**config.mk**
```make
export PLATFORM = sky130hd
export DESIGN_NAME = delimited_ascii_field_parser_unit
export DESIGN_NICKNAME = d
export VERILOG_FILES = /design/src/hw/rtl/dafp_pkg.sv /design/src/hw/rtl/delimited_ascii_field_parser_unit.sv /design/src/hw/rtl/dafp_conv.sv /design/src/hw/rtl/dafp_pair.sv /design/src/hw/rtl/dafp_data.sv
export SDC_FILE = /design/constraint.sdc
export NUM_CORES = 1
export LEC_CHECK = 0
export ABC_AREA = 1
export BUFFER_PORTS_ARGS = -buffer_cell sky130_fd_sc_hd__buf_4
export CAP_MARGIN = 5
export CORE_MARGIN = 4
export CORE_UTILIZATION = 64
export CTS_CLUSTER_SIZE = 30
export DETAILED_ROUTE_END_ITERATION = 16
export PLACE_DENSITY = 0.84
export REMOVE_ABC_BUFFERS = 1
export SLEW_MARGIN = 10
export SYNTH_ARGS = -nofsm -noshare
export SYNTH_HDL_FRONTEND = slang
export SYNTH_SLANG_ARGS = --single-unit
export TNS_END_PERCENT = 100
```
**constraint.sdc**
```tcl
create_clock -name clk -period 5.7 [get_ports clk]
set_clock_uncertainty 0.05 [all_clocks]
set_input_delay 0.285 -clock clk [delete_from_list [all_inputs] [get_ports clk]]
set_output_delay 0.285 -clock clk [all_outputs]
set_load 0.05 [all_outputs]
```
**src/hw/rtl/dafp_pkg.sv**
```systemverilog
package dafp_pkg;

  localparam int OUT_DATA = 6;

  localparam logic [7:0] CH_NUL    = 8'h00;
  localparam logic [7:0] CH_TAB    = 8'h09;
  localparam logic [7:0] CH_CR     = 8'h0D;
  localparam logic [7:0] CH_SPACE  = 8'h20;
  localparam logic [7:0] CH_HASH   = 8'h23;
  localparam logic [7:0] CH_DOLLAR = 8'h24;
  localparam logic [7:0] CH_AMP    = 8'h26;
  localparam logic [7:0] CH_PLUS   = 8'h2B;
  localparam logic [7:0] CH_MINUS  = 8'h2D;
  localparam logic [7:0] CH_ZERO   = 8'h30;
  localparam logic [7:0] CH_NINE   = 8'h39;

  // delimiter scanner phases
  localparam logic [1:0] PH_IDLE = 2'd0;
  localparam logic [1:0] PH_OPEN = 2'd1;
  localparam logic [1:0] PH_DONE = 2'd2;

  typedef struct packed {
    logic [7:0] char_byte;
    logic       last;
  } in_item_t;

  typedef struct packed {
    logic [7:0] frame_id;
    logic [7:0] msg_type;
    logic [2:0] data_count;
    logic [7:0] data_0;
    logic [7:0] data_1;
    logic [7:0] data_2;
    logic [7:0] data_3;
    logic [7:0] data_4;
    logic [7:0] data_5;
    logic       data_overflow;
  } out_item_t;

  // per-word control from the top level to the scanners
  typedef struct packed {
    logic scan;
    logic restart;
  } scan_ctl_t;

  // control from a scanner to its converter
  typedef struct packed {
    logic clear;
    logic feed;
  } conv_ctl_t;

  typedef struct packed {
    logic [2:0]                   count;
    logic [OUT_DATA-1:0][7:0]     slot;
    logic                         overflow;
  } data_res_t;

endpackage

```
**src/hw/rtl/delimited_ascii_field_parser_unit.sv**
```systemverilog
// flow: an accepted word is scanned from the input register; if marked last,
// its result goes into the result register, and it waits while out_stall
// holds a result; otherwise one word per cycle, set by the single scan stage
// reset: rst_n low at an edge empties both registers and clears all scanners
module delimited_ascii_field_parser_unit #(
  parameter int DATA_SLOTS = 6
) (
  input  logic                clk,
  input  logic                rst_n,
  input  logic                in_valid,
  output logic                in_stall,
  input  dafp_pkg::in_item_t  in_data,
  output logic                out_valid,
  input  logic                out_stall,
  output dafp_pkg::out_item_t out_data
);
  import dafp_pkg::*;

  // input register
  logic      s1_valid_r, s1_valid_nxt;
  in_item_t  s1_item_r;
  // a zero byte stops all scanning until the word marked last
  logic      text_ended_r, text_ended_nxt;
  // result register
  logic      out_valid_r, out_valid_nxt;
  out_item_t out_r, out_nxt;

  logic      in_take, out_free, advance, restart;
  scan_ctl_t ctl;
  logic [7:0] id_nxt, type_nxt;
  data_res_t data_nxt;

  // a word without the last mark never needs the result register
  assign out_free = !out_valid_r || !out_stall;
  assign advance  = s1_valid_r && (!s1_item_r.last || out_free);
  assign restart  = advance && s1_item_r.last;
  assign in_stall = s1_valid_r && !advance;
  assign in_take  = in_valid && !in_stall;

  always_comb begin
    ctl.scan    = advance && !text_ended_r && (s1_item_r.char_byte != CH_NUL);
    ctl.restart = restart;
  end

  // the three scanners see every scanned byte independently
  dafp_pair u_hash (
    .clk       (clk),
    .rst_n     (rst_n),
    .ctl       (ctl),
    .ch        (s1_item_r.char_byte),
    .mark      (CH_HASH),
    .value_nxt (id_nxt)
  );

  dafp_pair u_dollar (
    .clk       (clk),
    .rst_n     (rst_n),
    .ctl       (ctl),
    .ch        (s1_item_r.char_byte),
    .mark      (CH_DOLLAR),
    .value_nxt (type_nxt)
  );

  dafp_data #(
    .DATA_SLOTS (DATA_SLOTS)
  ) u_data (
    .clk     (clk),
    .rst_n   (rst_n),
    .ctl     (ctl),
    .ch      (s1_item_r.char_byte),
    .res_nxt (data_nxt)
  );

  always_comb begin
    // input register: load on accept, empty once the word moves on
    s1_valid_nxt = s1_valid_r;
    if (in_take) begin
      s1_valid_nxt = 1'b1;
    end else if (advance) begin
      s1_valid_nxt = 1'b0;
    end

    text_ended_nxt = text_ended_r;
    if (restart) begin
      text_ended_nxt = 1'b0;
    end else if (advance && (s1_item_r.char_byte == CH_NUL)) begin
      text_ended_nxt = 1'b1;
    end

    // result built from the scanner values after this byte
    out_nxt.frame_id      = id_nxt;
    out_nxt.msg_type      = type_nxt;
    out_nxt.data_count    = data_nxt.count;
    out_nxt.data_0        = data_nxt.slot[0];
    out_nxt.data_1        = data_nxt.slot[1];
    out_nxt.data_2        = data_nxt.slot[2];
    out_nxt.data_3        = data_nxt.slot[3];
    out_nxt.data_4        = data_nxt.slot[4];
    out_nxt.data_5        = data_nxt.slot[5];
    out_nxt.data_overflow = data_nxt.overflow;

    out_valid_nxt = out_valid_r;
    if (restart) begin
      out_valid_nxt = 1'b1;
    end else if (!out_stall) begin
      out_valid_nxt = 1'b0;
    end
  end

  always_ff @(posedge clk) begin
    if (!rst_n) begin
      s1_valid_r   <= 1'b0;
      text_ended_r <= 1'b0;
      out_valid_r  <= 1'b0;
    end else begin
      s1_valid_r   <= s1_valid_nxt;
      text_ended_r <= text_ended_nxt;
      out_valid_r  <= out_valid_nxt;
    end
  end

  // payload registers, no reset
  always_ff @(posedge clk) begin
    if (in_take) begin
      s1_item_r <= in_data;
    end
    if (restart) begin
      out_r <= out_nxt;
    end
  end

  assign out_valid = out_valid_r;
  assign out_data  = out_r;

endmodule

```
**src/hw/rtl/dafp_conv.sv**
```systemverilog
module dafp_conv (
  input  logic               clk,
  input  logic               rst_n,
  input  dafp_pkg::conv_ctl_t ctl,
  input  logic [7:0]         ch,
  output logic [7:0]         value,
  output logic               nonempty
);
  import dafp_pkg::*;

  localparam logic [1:0] STG_SKIP   = 2'd0;
  localparam logic [1:0] STG_DIGITS = 2'd1;
  localparam logic [1:0] STG_STOP   = 2'd2;

  logic [1:0] stage_r, stage_nxt;
  logic [7:0] accum_r, accum_nxt;
  logic       neg_r, neg_nxt;
  logic       nonempty_r, nonempty_nxt;
  logic       is_digit, is_ws, is_sign;
  logic [7:0] digit_val, acc_step;

  always_comb begin
    is_digit  = ch inside {[CH_ZERO:CH_NINE]};
    is_ws     = ch inside {CH_SPACE, [CH_TAB:CH_CR]};
    is_sign   = (ch == CH_PLUS) || (ch == CH_MINUS);
    digit_val = ch - CH_ZERO;
    // accum * 10 + digit, modulo 256
    acc_step  = {accum_r[4:0], 3'b000} + {accum_r[6:0], 1'b0} + digit_val;

    stage_nxt    = stage_r;
    accum_nxt    = accum_r;
    neg_nxt      = neg_r;
    nonempty_nxt = nonempty_r;

    if (ctl.clear) begin
      stage_nxt    = STG_SKIP;
      accum_nxt    = 8'd0;
      neg_nxt      = 1'b0;
      nonempty_nxt = 1'b0;
    end else if (ctl.feed) begin
      nonempty_nxt = 1'b1;
      case (stage_r)
        STG_SKIP: begin
          if (is_ws) begin
            stage_nxt = STG_SKIP;
          end else if (is_sign) begin
            neg_nxt   = (ch == CH_MINUS);
            stage_nxt = STG_DIGITS;
          end else if (is_digit) begin
            stage_nxt = STG_DIGITS;
            accum_nxt = acc_step;
          end else begin
            stage_nxt = STG_STOP;
          end
        end
        STG_DIGITS: begin
          if (is_digit) begin
            accum_nxt = acc_step;
          end else begin
            stage_nxt = STG_STOP;
          end
        end
        default: begin
          stage_nxt = stage_r;
        end
      endcase
    end
  end

  always_ff @(posedge clk) begin
    if (!rst_n) begin
      stage_r    <= STG_SKIP;
      accum_r    <= 8'd0;
      neg_r      <= 1'b0;
      nonempty_r <= 1'b0;
    end else begin
      stage_r    <= stage_nxt;
      accum_r    <= accum_nxt;
      neg_r      <= neg_nxt;
      nonempty_r <= nonempty_nxt;
    end
  end

  assign value    = neg_r ? (8'd0 - accum_r) : accum_r;
  assign nonempty = nonempty_r;

endmodule

```
**src/hw/rtl/dafp_pair.sv**
```systemverilog
module dafp_pair (
  input  logic                clk,
  input  logic                rst_n,
  input  dafp_pkg::scan_ctl_t ctl,
  input  logic [7:0]          ch,
  input  logic [7:0]          mark,
  output logic [7:0]          value_nxt
);
  import dafp_pkg::*;

  logic [1:0] phase_r, phase_nxt;
  logic [7:0] dest_r, dest_upd, dest_nxt;
  conv_ctl_t  conv_ctl;
  logic [7:0] conv_val;
  logic       conv_ne;

  dafp_conv u_conv (
    .clk      (clk),
    .rst_n    (rst_n),
    .ctl      (conv_ctl),
    .ch       (ch),
    .value    (conv_val),
    .nonempty (conv_ne)
  );

  always_comb begin
    conv_ctl  = '0;
    phase_nxt = phase_r;
    dest_upd  = dest_r;
    if (ctl.scan) begin
      case (phase_r)
        PH_IDLE: begin
          if (ch == mark) begin
            phase_nxt      = PH_OPEN;
            conv_ctl.clear = 1'b1;
          end
        end
        PH_OPEN: begin
          if (ch == mark) begin
            if (conv_ne) begin
              dest_upd = conv_val;
            end
            phase_nxt = PH_DONE;
          end else begin
            conv_ctl.feed = 1'b1;
          end
        end
        default: begin
          phase_nxt = phase_r;
        end
      endcase
    end
    // end of message: back to the idle values
    dest_nxt = dest_upd;
    if (ctl.restart) begin
      conv_ctl.clear = 1'b1;
      phase_nxt      = PH_IDLE;
      dest_nxt       = 8'd0;
    end
  end

  always_ff @(posedge clk) begin
    if (!rst_n) begin
      phase_r <= PH_IDLE;
      dest_r  <= 8'd0;
    end else begin
      phase_r <= phase_nxt;
      dest_r  <= dest_nxt;
    end
  end

  assign value_nxt = dest_upd;

endmodule

```
**src/hw/rtl/dafp_data.sv**
```systemverilog
module dafp_data #(
  parameter int DATA_SLOTS = 6
) (
  input  logic                clk,
  input  logic                rst_n,
  input  dafp_pkg::scan_ctl_t ctl,
  input  logic [7:0]          ch,
  output dafp_pkg::data_res_t res_nxt
);
  import dafp_pkg::*;

  localparam int CW = $clog2(DATA_SLOTS + 1);

  logic [1:0]    phase_r, phase_nxt;
  logic [CW-1:0] count_r, count_upd, count_nxt;
  logic          ovf_r, ovf_upd, ovf_nxt;
  logic [7:0]    slot_r   [DATA_SLOTS];
  logic [7:0]    slot_upd [DATA_SLOTS];
  logic [7:0]    slot_nxt [DATA_SLOTS];
  logic [OUT_DATA-1:0][7:0] slot_out;
  logic          store;
  logic [3:0]    count_ext;
  conv_ctl_t     conv_ctl;
  logic [7:0]    conv_val;
  logic          conv_ne;

  dafp_conv u_conv (
    .clk      (clk),
    .rst_n    (rst_n),
    .ctl      (conv_ctl),
    .ch       (ch),
    .value    (conv_val),
    .nonempty (conv_ne)
  );

  always_comb begin
    conv_ctl  = '0;
    phase_nxt = phase_r;
    count_upd = count_r;
    ovf_upd   = ovf_r;
    store     = 1'b0;
    if (ctl.scan) begin
      case (phase_r)
        PH_IDLE: begin
          if (ch == CH_AMP) begin
            phase_nxt      = PH_OPEN;
            conv_ctl.clear = 1'b1;
          end
        end
        PH_OPEN: begin
          if (ch == CH_AMP) begin
            if (!conv_ne) begin
              phase_nxt = PH_DONE;
            end else if (count_r < CW'(DATA_SLOTS)) begin
              store          = 1'b1;
              count_upd      = count_r + CW'(1);
              conv_ctl.clear = 1'b1;
            end else begin
              ovf_upd   = 1'b1;
              phase_nxt = PH_DONE;
            end
          end else begin
            conv_ctl.feed = 1'b1;
          end
        end
        default: begin
          phase_nxt = phase_r;
        end
      endcase
    end

    for (int i = 0; i < DATA_SLOTS; i++) begin
      slot_upd[i] = (store && (count_r == CW'(i))) ? conv_val : slot_r[i];
      slot_nxt[i] = ctl.restart ? 8'd0 : slot_upd[i];
    end

    count_nxt = count_upd;
    ovf_nxt   = ovf_upd;
    if (ctl.restart) begin
      conv_ctl.clear = 1'b1;
      phase_nxt      = PH_IDLE;
      count_nxt      = '0;
      ovf_nxt        = 1'b0;
    end

    // count saturates at seven in the three-bit field
    count_ext       = 4'(count_upd);
    res_nxt.count    = (count_ext > 4'd7) ? 3'd7 : count_ext[2:0];
    res_nxt.slot     = slot_out;
    res_nxt.overflow = ovf_upd;
  end

  for (genvar j = 0; j < OUT_DATA; j++) begin : g_out
    if (j < DATA_SLOTS) begin : g_used
      assign slot_out[j] = slot_upd[j];
    end else begin : g_unused
      assign slot_out[j] = 8'd0;
    end
  end

  always_ff @(posedge clk) begin
    if (!rst_n) begin
      phase_r <= PH_IDLE;
      count_r <= '0;
      ovf_r   <= 1'b0;
      for (int i = 0; i < DATA_SLOTS; i++) begin
        slot_r[i] <= 8'd0;
      end
    end else begin
      phase_r <= phase_nxt;
      count_r <= count_nxt;
      ovf_r   <= ovf_nxt;
      for (int i = 0; i < DATA_SLOTS; i++) begin
        slot_r[i] <= slot_nxt[i];
      end
    end
  end

endmodule

```
==> results.yml <==
status:
  status: "finished clean"
drt:
  drt_wl_total_mm: 19.11
  drtIter0Drc: 617
  wl_per_cell_um: 14.03
  drc: 0
  ant_nets: 0
  viasPerCell: 5.302
  firstDrtPassIters: 5
  vias: 7221
cells_and_area:
  multi_input_area_um2: 3821
  fill_cells: 978
  drive_above_1_share_pct: 12.94
  antennaDiodeCount: 0
  ff_latch_area_um2: 4574
  syn_to_final_growth_pct: 15.29
  final_core_util_pct: 75.39
  nets: 1229
critical_path:
  reg2reg_slack_ns: 2.83
  crit_arrival_ns: 3.15
  crit_path_end_kind: "register"
  crit_path_start_kind: "register"
  cp_common_cell: "nand2_1"
  slowest_stage: "fa_1"
  critPathMaxStageDelay_ns: 0.50
  crit_path_cell_trace: "ha_1 > xnor2_1 > fa_1 > ha_1 > nand2_1 > inv_1 > nand2_1 > nand3_1 > inv_1 > nand2_1 > nand2_1 > nand2_1 > nand2_1 > nor2_1"
  critical-path-top-delay-family: "adder cells"
  cp_num_buf_inv: 2
  timing.rr.start: "s1_item_r[6]"
  reg2reg_to: "u_data.u_conv.accum_r[7]"
  worst-setup-path-type: "reg -> reg"
  crit_fanout: 4
  worst_ep_required_time_ns: 5.98
  reg2reg_depth: 14
timing:
  hold_viol: 0
  finalMaxSlewViolations: 0
  setup_viol: 0
  timing.fmax_ghz: 0.3487
  min_period_ns: 2.868
  worstMarginPinSlew_ns: 0.7505
  holdWs_ns: 0.07324
  min_period_over_period_pct: 50.31
  setup_tns_ns: 0
  rsz0062_at_grt: "false"
  relSlewSlack_pct: 49.80
power_and_ir_drop:
  peakVddDrop_mv: 0.1542
  p_comb_share_pct: 6.0
  netSwitchingFraction_pct: 24.86
  power.density_nw_per_um2: 260.8
  p_leak_uw: 0.004867
  p_int_uw: 2051
  p_clk_share_pct: 41.5
  netSwitchingPower_uw: 678.6
  p_seq_share_pct: 52.5
worst_hold_path:
  hold_start: "rst_n"
  min_to: "out_valid"
  worstHoldPathCells: 3
  hp-class: "in -> reg"
clock_tree:
  htreeDepth: 4
  holdBufCountCts: 9
  clock_path_buffers: 2
  cts_resized: 0
  cts_root_buffer: "clkbuf_16"
  clock-sinks: 190
  postCtsSetupBuffers: 0
  cts_tree: "done"
  clk_pin_slew_ns: 0.07
  cts_buffers: 17
  worstSkewPairLatency_ns: 0.44
floorplan:
  fp-row-count: 43
  die_h_um: 127.1
  top_level_ports: 83
  dieArea_um2: 16150
  core_um2: 13880
  initial_utilization_pct: 65.40
  fp.dieW_um: 127.1
synthesis:
  yosysSeqAreaShare_pct: 50.39
  synth_commonest_cells: "nand2_1 (302), inv_1 (136), nor2_1 (119)"
  muxShareOfSynthArea_pct: 0
  synthAdderAreaFrac_pct: 7.719
  ys_warn_count: 0
  synthXorXnorAreaFrac_pct: 2.316
  synth_ff_type: "dfxtp_1"
  synth_cell_types: 36
  synth_edf_count: 77
  synthSimpleGateAreaFrac_pct: 25.40
  syn-cell-area_um2: 9077
  synth_compound_area_share_pct: 6.630
  synth_top_area_share_pct: 25.47
  async_flop_share_pct: 0
  synth_most_common_cell: "nand2_1"
  synth_top_area_cell: "edfxtp_1"
  syn_inst: 1081
  synth_top_cells_by_area: "edfxtp_1 (25%), dfxtp_1 (25%), nand2_1 (12%), inv_1 (5.6%), nor2_1 (4.9%)"
  synth-seq-cells: 190
  synth_top_family_by_area: "simple AND/OR/NAND/NOR gates"
  avgSynthCellArea_um2: 8.397
place:
  numPortBuffers: 82
  gp_congestion: 0.9793
  hpwl_mm: 13.42
flow_run:
  drv_cap: 0
global_route:
  grt.total_usage_pct: 24.63
  grt_pass1_wl_mm: 32.02
  grt_pass1_vias: 6885
  globalRouteOverflowTotal: 0
  grt_start_max_net_pins: 63
  grt_antenna_before_repair: 0
[metal layers]
layer	vias up	share of wire, %	GRT usage, %
li1	3632	-	-
met1	3316	42	30.82
met2	219	49	41.72
met3	54	5.6	5.184
met4	0	2.8	10.22
met5	-	0	0
[worst reg2reg max path, delay by kind of cell (launching register included)]
family | cells | cell delay (ns)
flip-flops | 1 | 0.43
AND/OR/NAND/NOR | 8 | 0.55
XOR/XNOR | 1 | 0.48
buffers and inverters | 2 | 0.14
adder cells (fa/ha/maj) | 3 | 1.10
[registers in the layout, summed over array words and instances (netlist names), 3 cells and up]
register	flops
u_data.count_r	3
out_data	68
u_hash.u_conv.accum_r	8
s1_item_r	9
u_dollar.u_conv.accum_r	8
u_data.u_conv.accum_r	8
u_dollar.dest_r	8
u_data.slot_r	48
u_hash.dest_r	8
[final cells by class]
class	count	area share, %
clock inverter	15	1.471
tap	180	2.152
inverter	145	5.201
timing repair buffer	93	6.887
sequential	190	43.71
clock buffer	17	4.065
multi-input combinational	722	36.51
[worst max-delay path by stage]
stage / start / endpoint / slack, ns / cells past startpoint
floorplan: out_valid / u_dollar.u_conv.stage_r[1] / 2.83 / 8
global placement: s1_item_r[6] / u_dollar.u_conv.accum_r[7] / 3.01 / 13
detailed placement: s1_item_r[6] / u_dollar.u_conv.accum_r[7] / 2.88 / 14
CTS: s1_item_r[6] / u_data.u_conv.accum_r[7] / 2.84 / 14
global route: s1_item_r[6] / u_data.u_conv.accum_r[7] / 2.64 / 14
finish: s1_item_r[6] / u_data.u_conv.accum_r[7] / 2.83 / 14
[power groups by stage]
stage          clock (uW)  sequential (uW)  combinational [uW]
2_1_floorplan           0             1500                72.8
3_3_place_gp            0             1460                 154
3_5_place_dp            0             1460                 158
4_1_cts              1140             1430                 163
5_1_grt              1200             1430                 178
6_report             1130             1430                 164
[metrics by stage]
| stage | area (um^2) | total power [uW] | cells | setup WS, ns |
|---|---|---|---|---|
| global placement | 9796 | 1618 | 1321 | 3.007 |
| CTS | 10470 | 2737 | 1362 | 2.839 |
| global route | 10470 | 2817 | 1362 | 2.638 |
| floorplan | 8937 | 1574 | 1057 | 2.829 |
| detailed placement | 9796 | 1623 | 1321 | 2.882 |
| finish | 10470 | 2729 | 1362 | 2.832 |
[placed cells by master (no fill, tap or decap), types with 4 or more instances in the layout]
| cell type | synthesis | final |
|---|---|---|
| nand2_1 | 302 | 301 |
| inv_1 | 136 | 135 |
| nor2_1 | 119 | 119 |
| dfxtp_1 | 113 | 113 |
| buf_4 | 6 | 84 |
| edfxtp_1 | 77 | 77 |
| a21oi_1 | 66 | 66 |
| nand3_1 | 58 | 58 |
| ha_1 | 32 | 32 |
| o21ai_0 | 26 | 26 |
| o21ai_1 | 19 | 19 |
| xor2_1 | 17 | 17 |
| clkbuf_16 | 0 | 17 |
| nand4_1 | 15 | 15 |
| fa_1 | 15 | 15 |
| nor2_4 | 10 | 10 |
| nor2_2 | 9 | 9 |
| dlygate4sd3_1 | 0 | 9 |
| inv_2 | 7 | 8 |
| xnor2_1 | 7 | 7 |
| nor3_1 | 6 | 6 |
| clkinvlp_4 | 0 | 4 |
| clkinv_8 | 0 | 4 |
[kinds of logic after synthesis]
logic type / Yosys count
buffers and inverters: 169
flip-flops: 190
XOR/XNOR: 24
AO/OA/AOI/OAI: 118
adder cells (fa/ha/maj): 47
AND/OR/NAND/NOR: 533
Power figures use the tool's default switching activity.
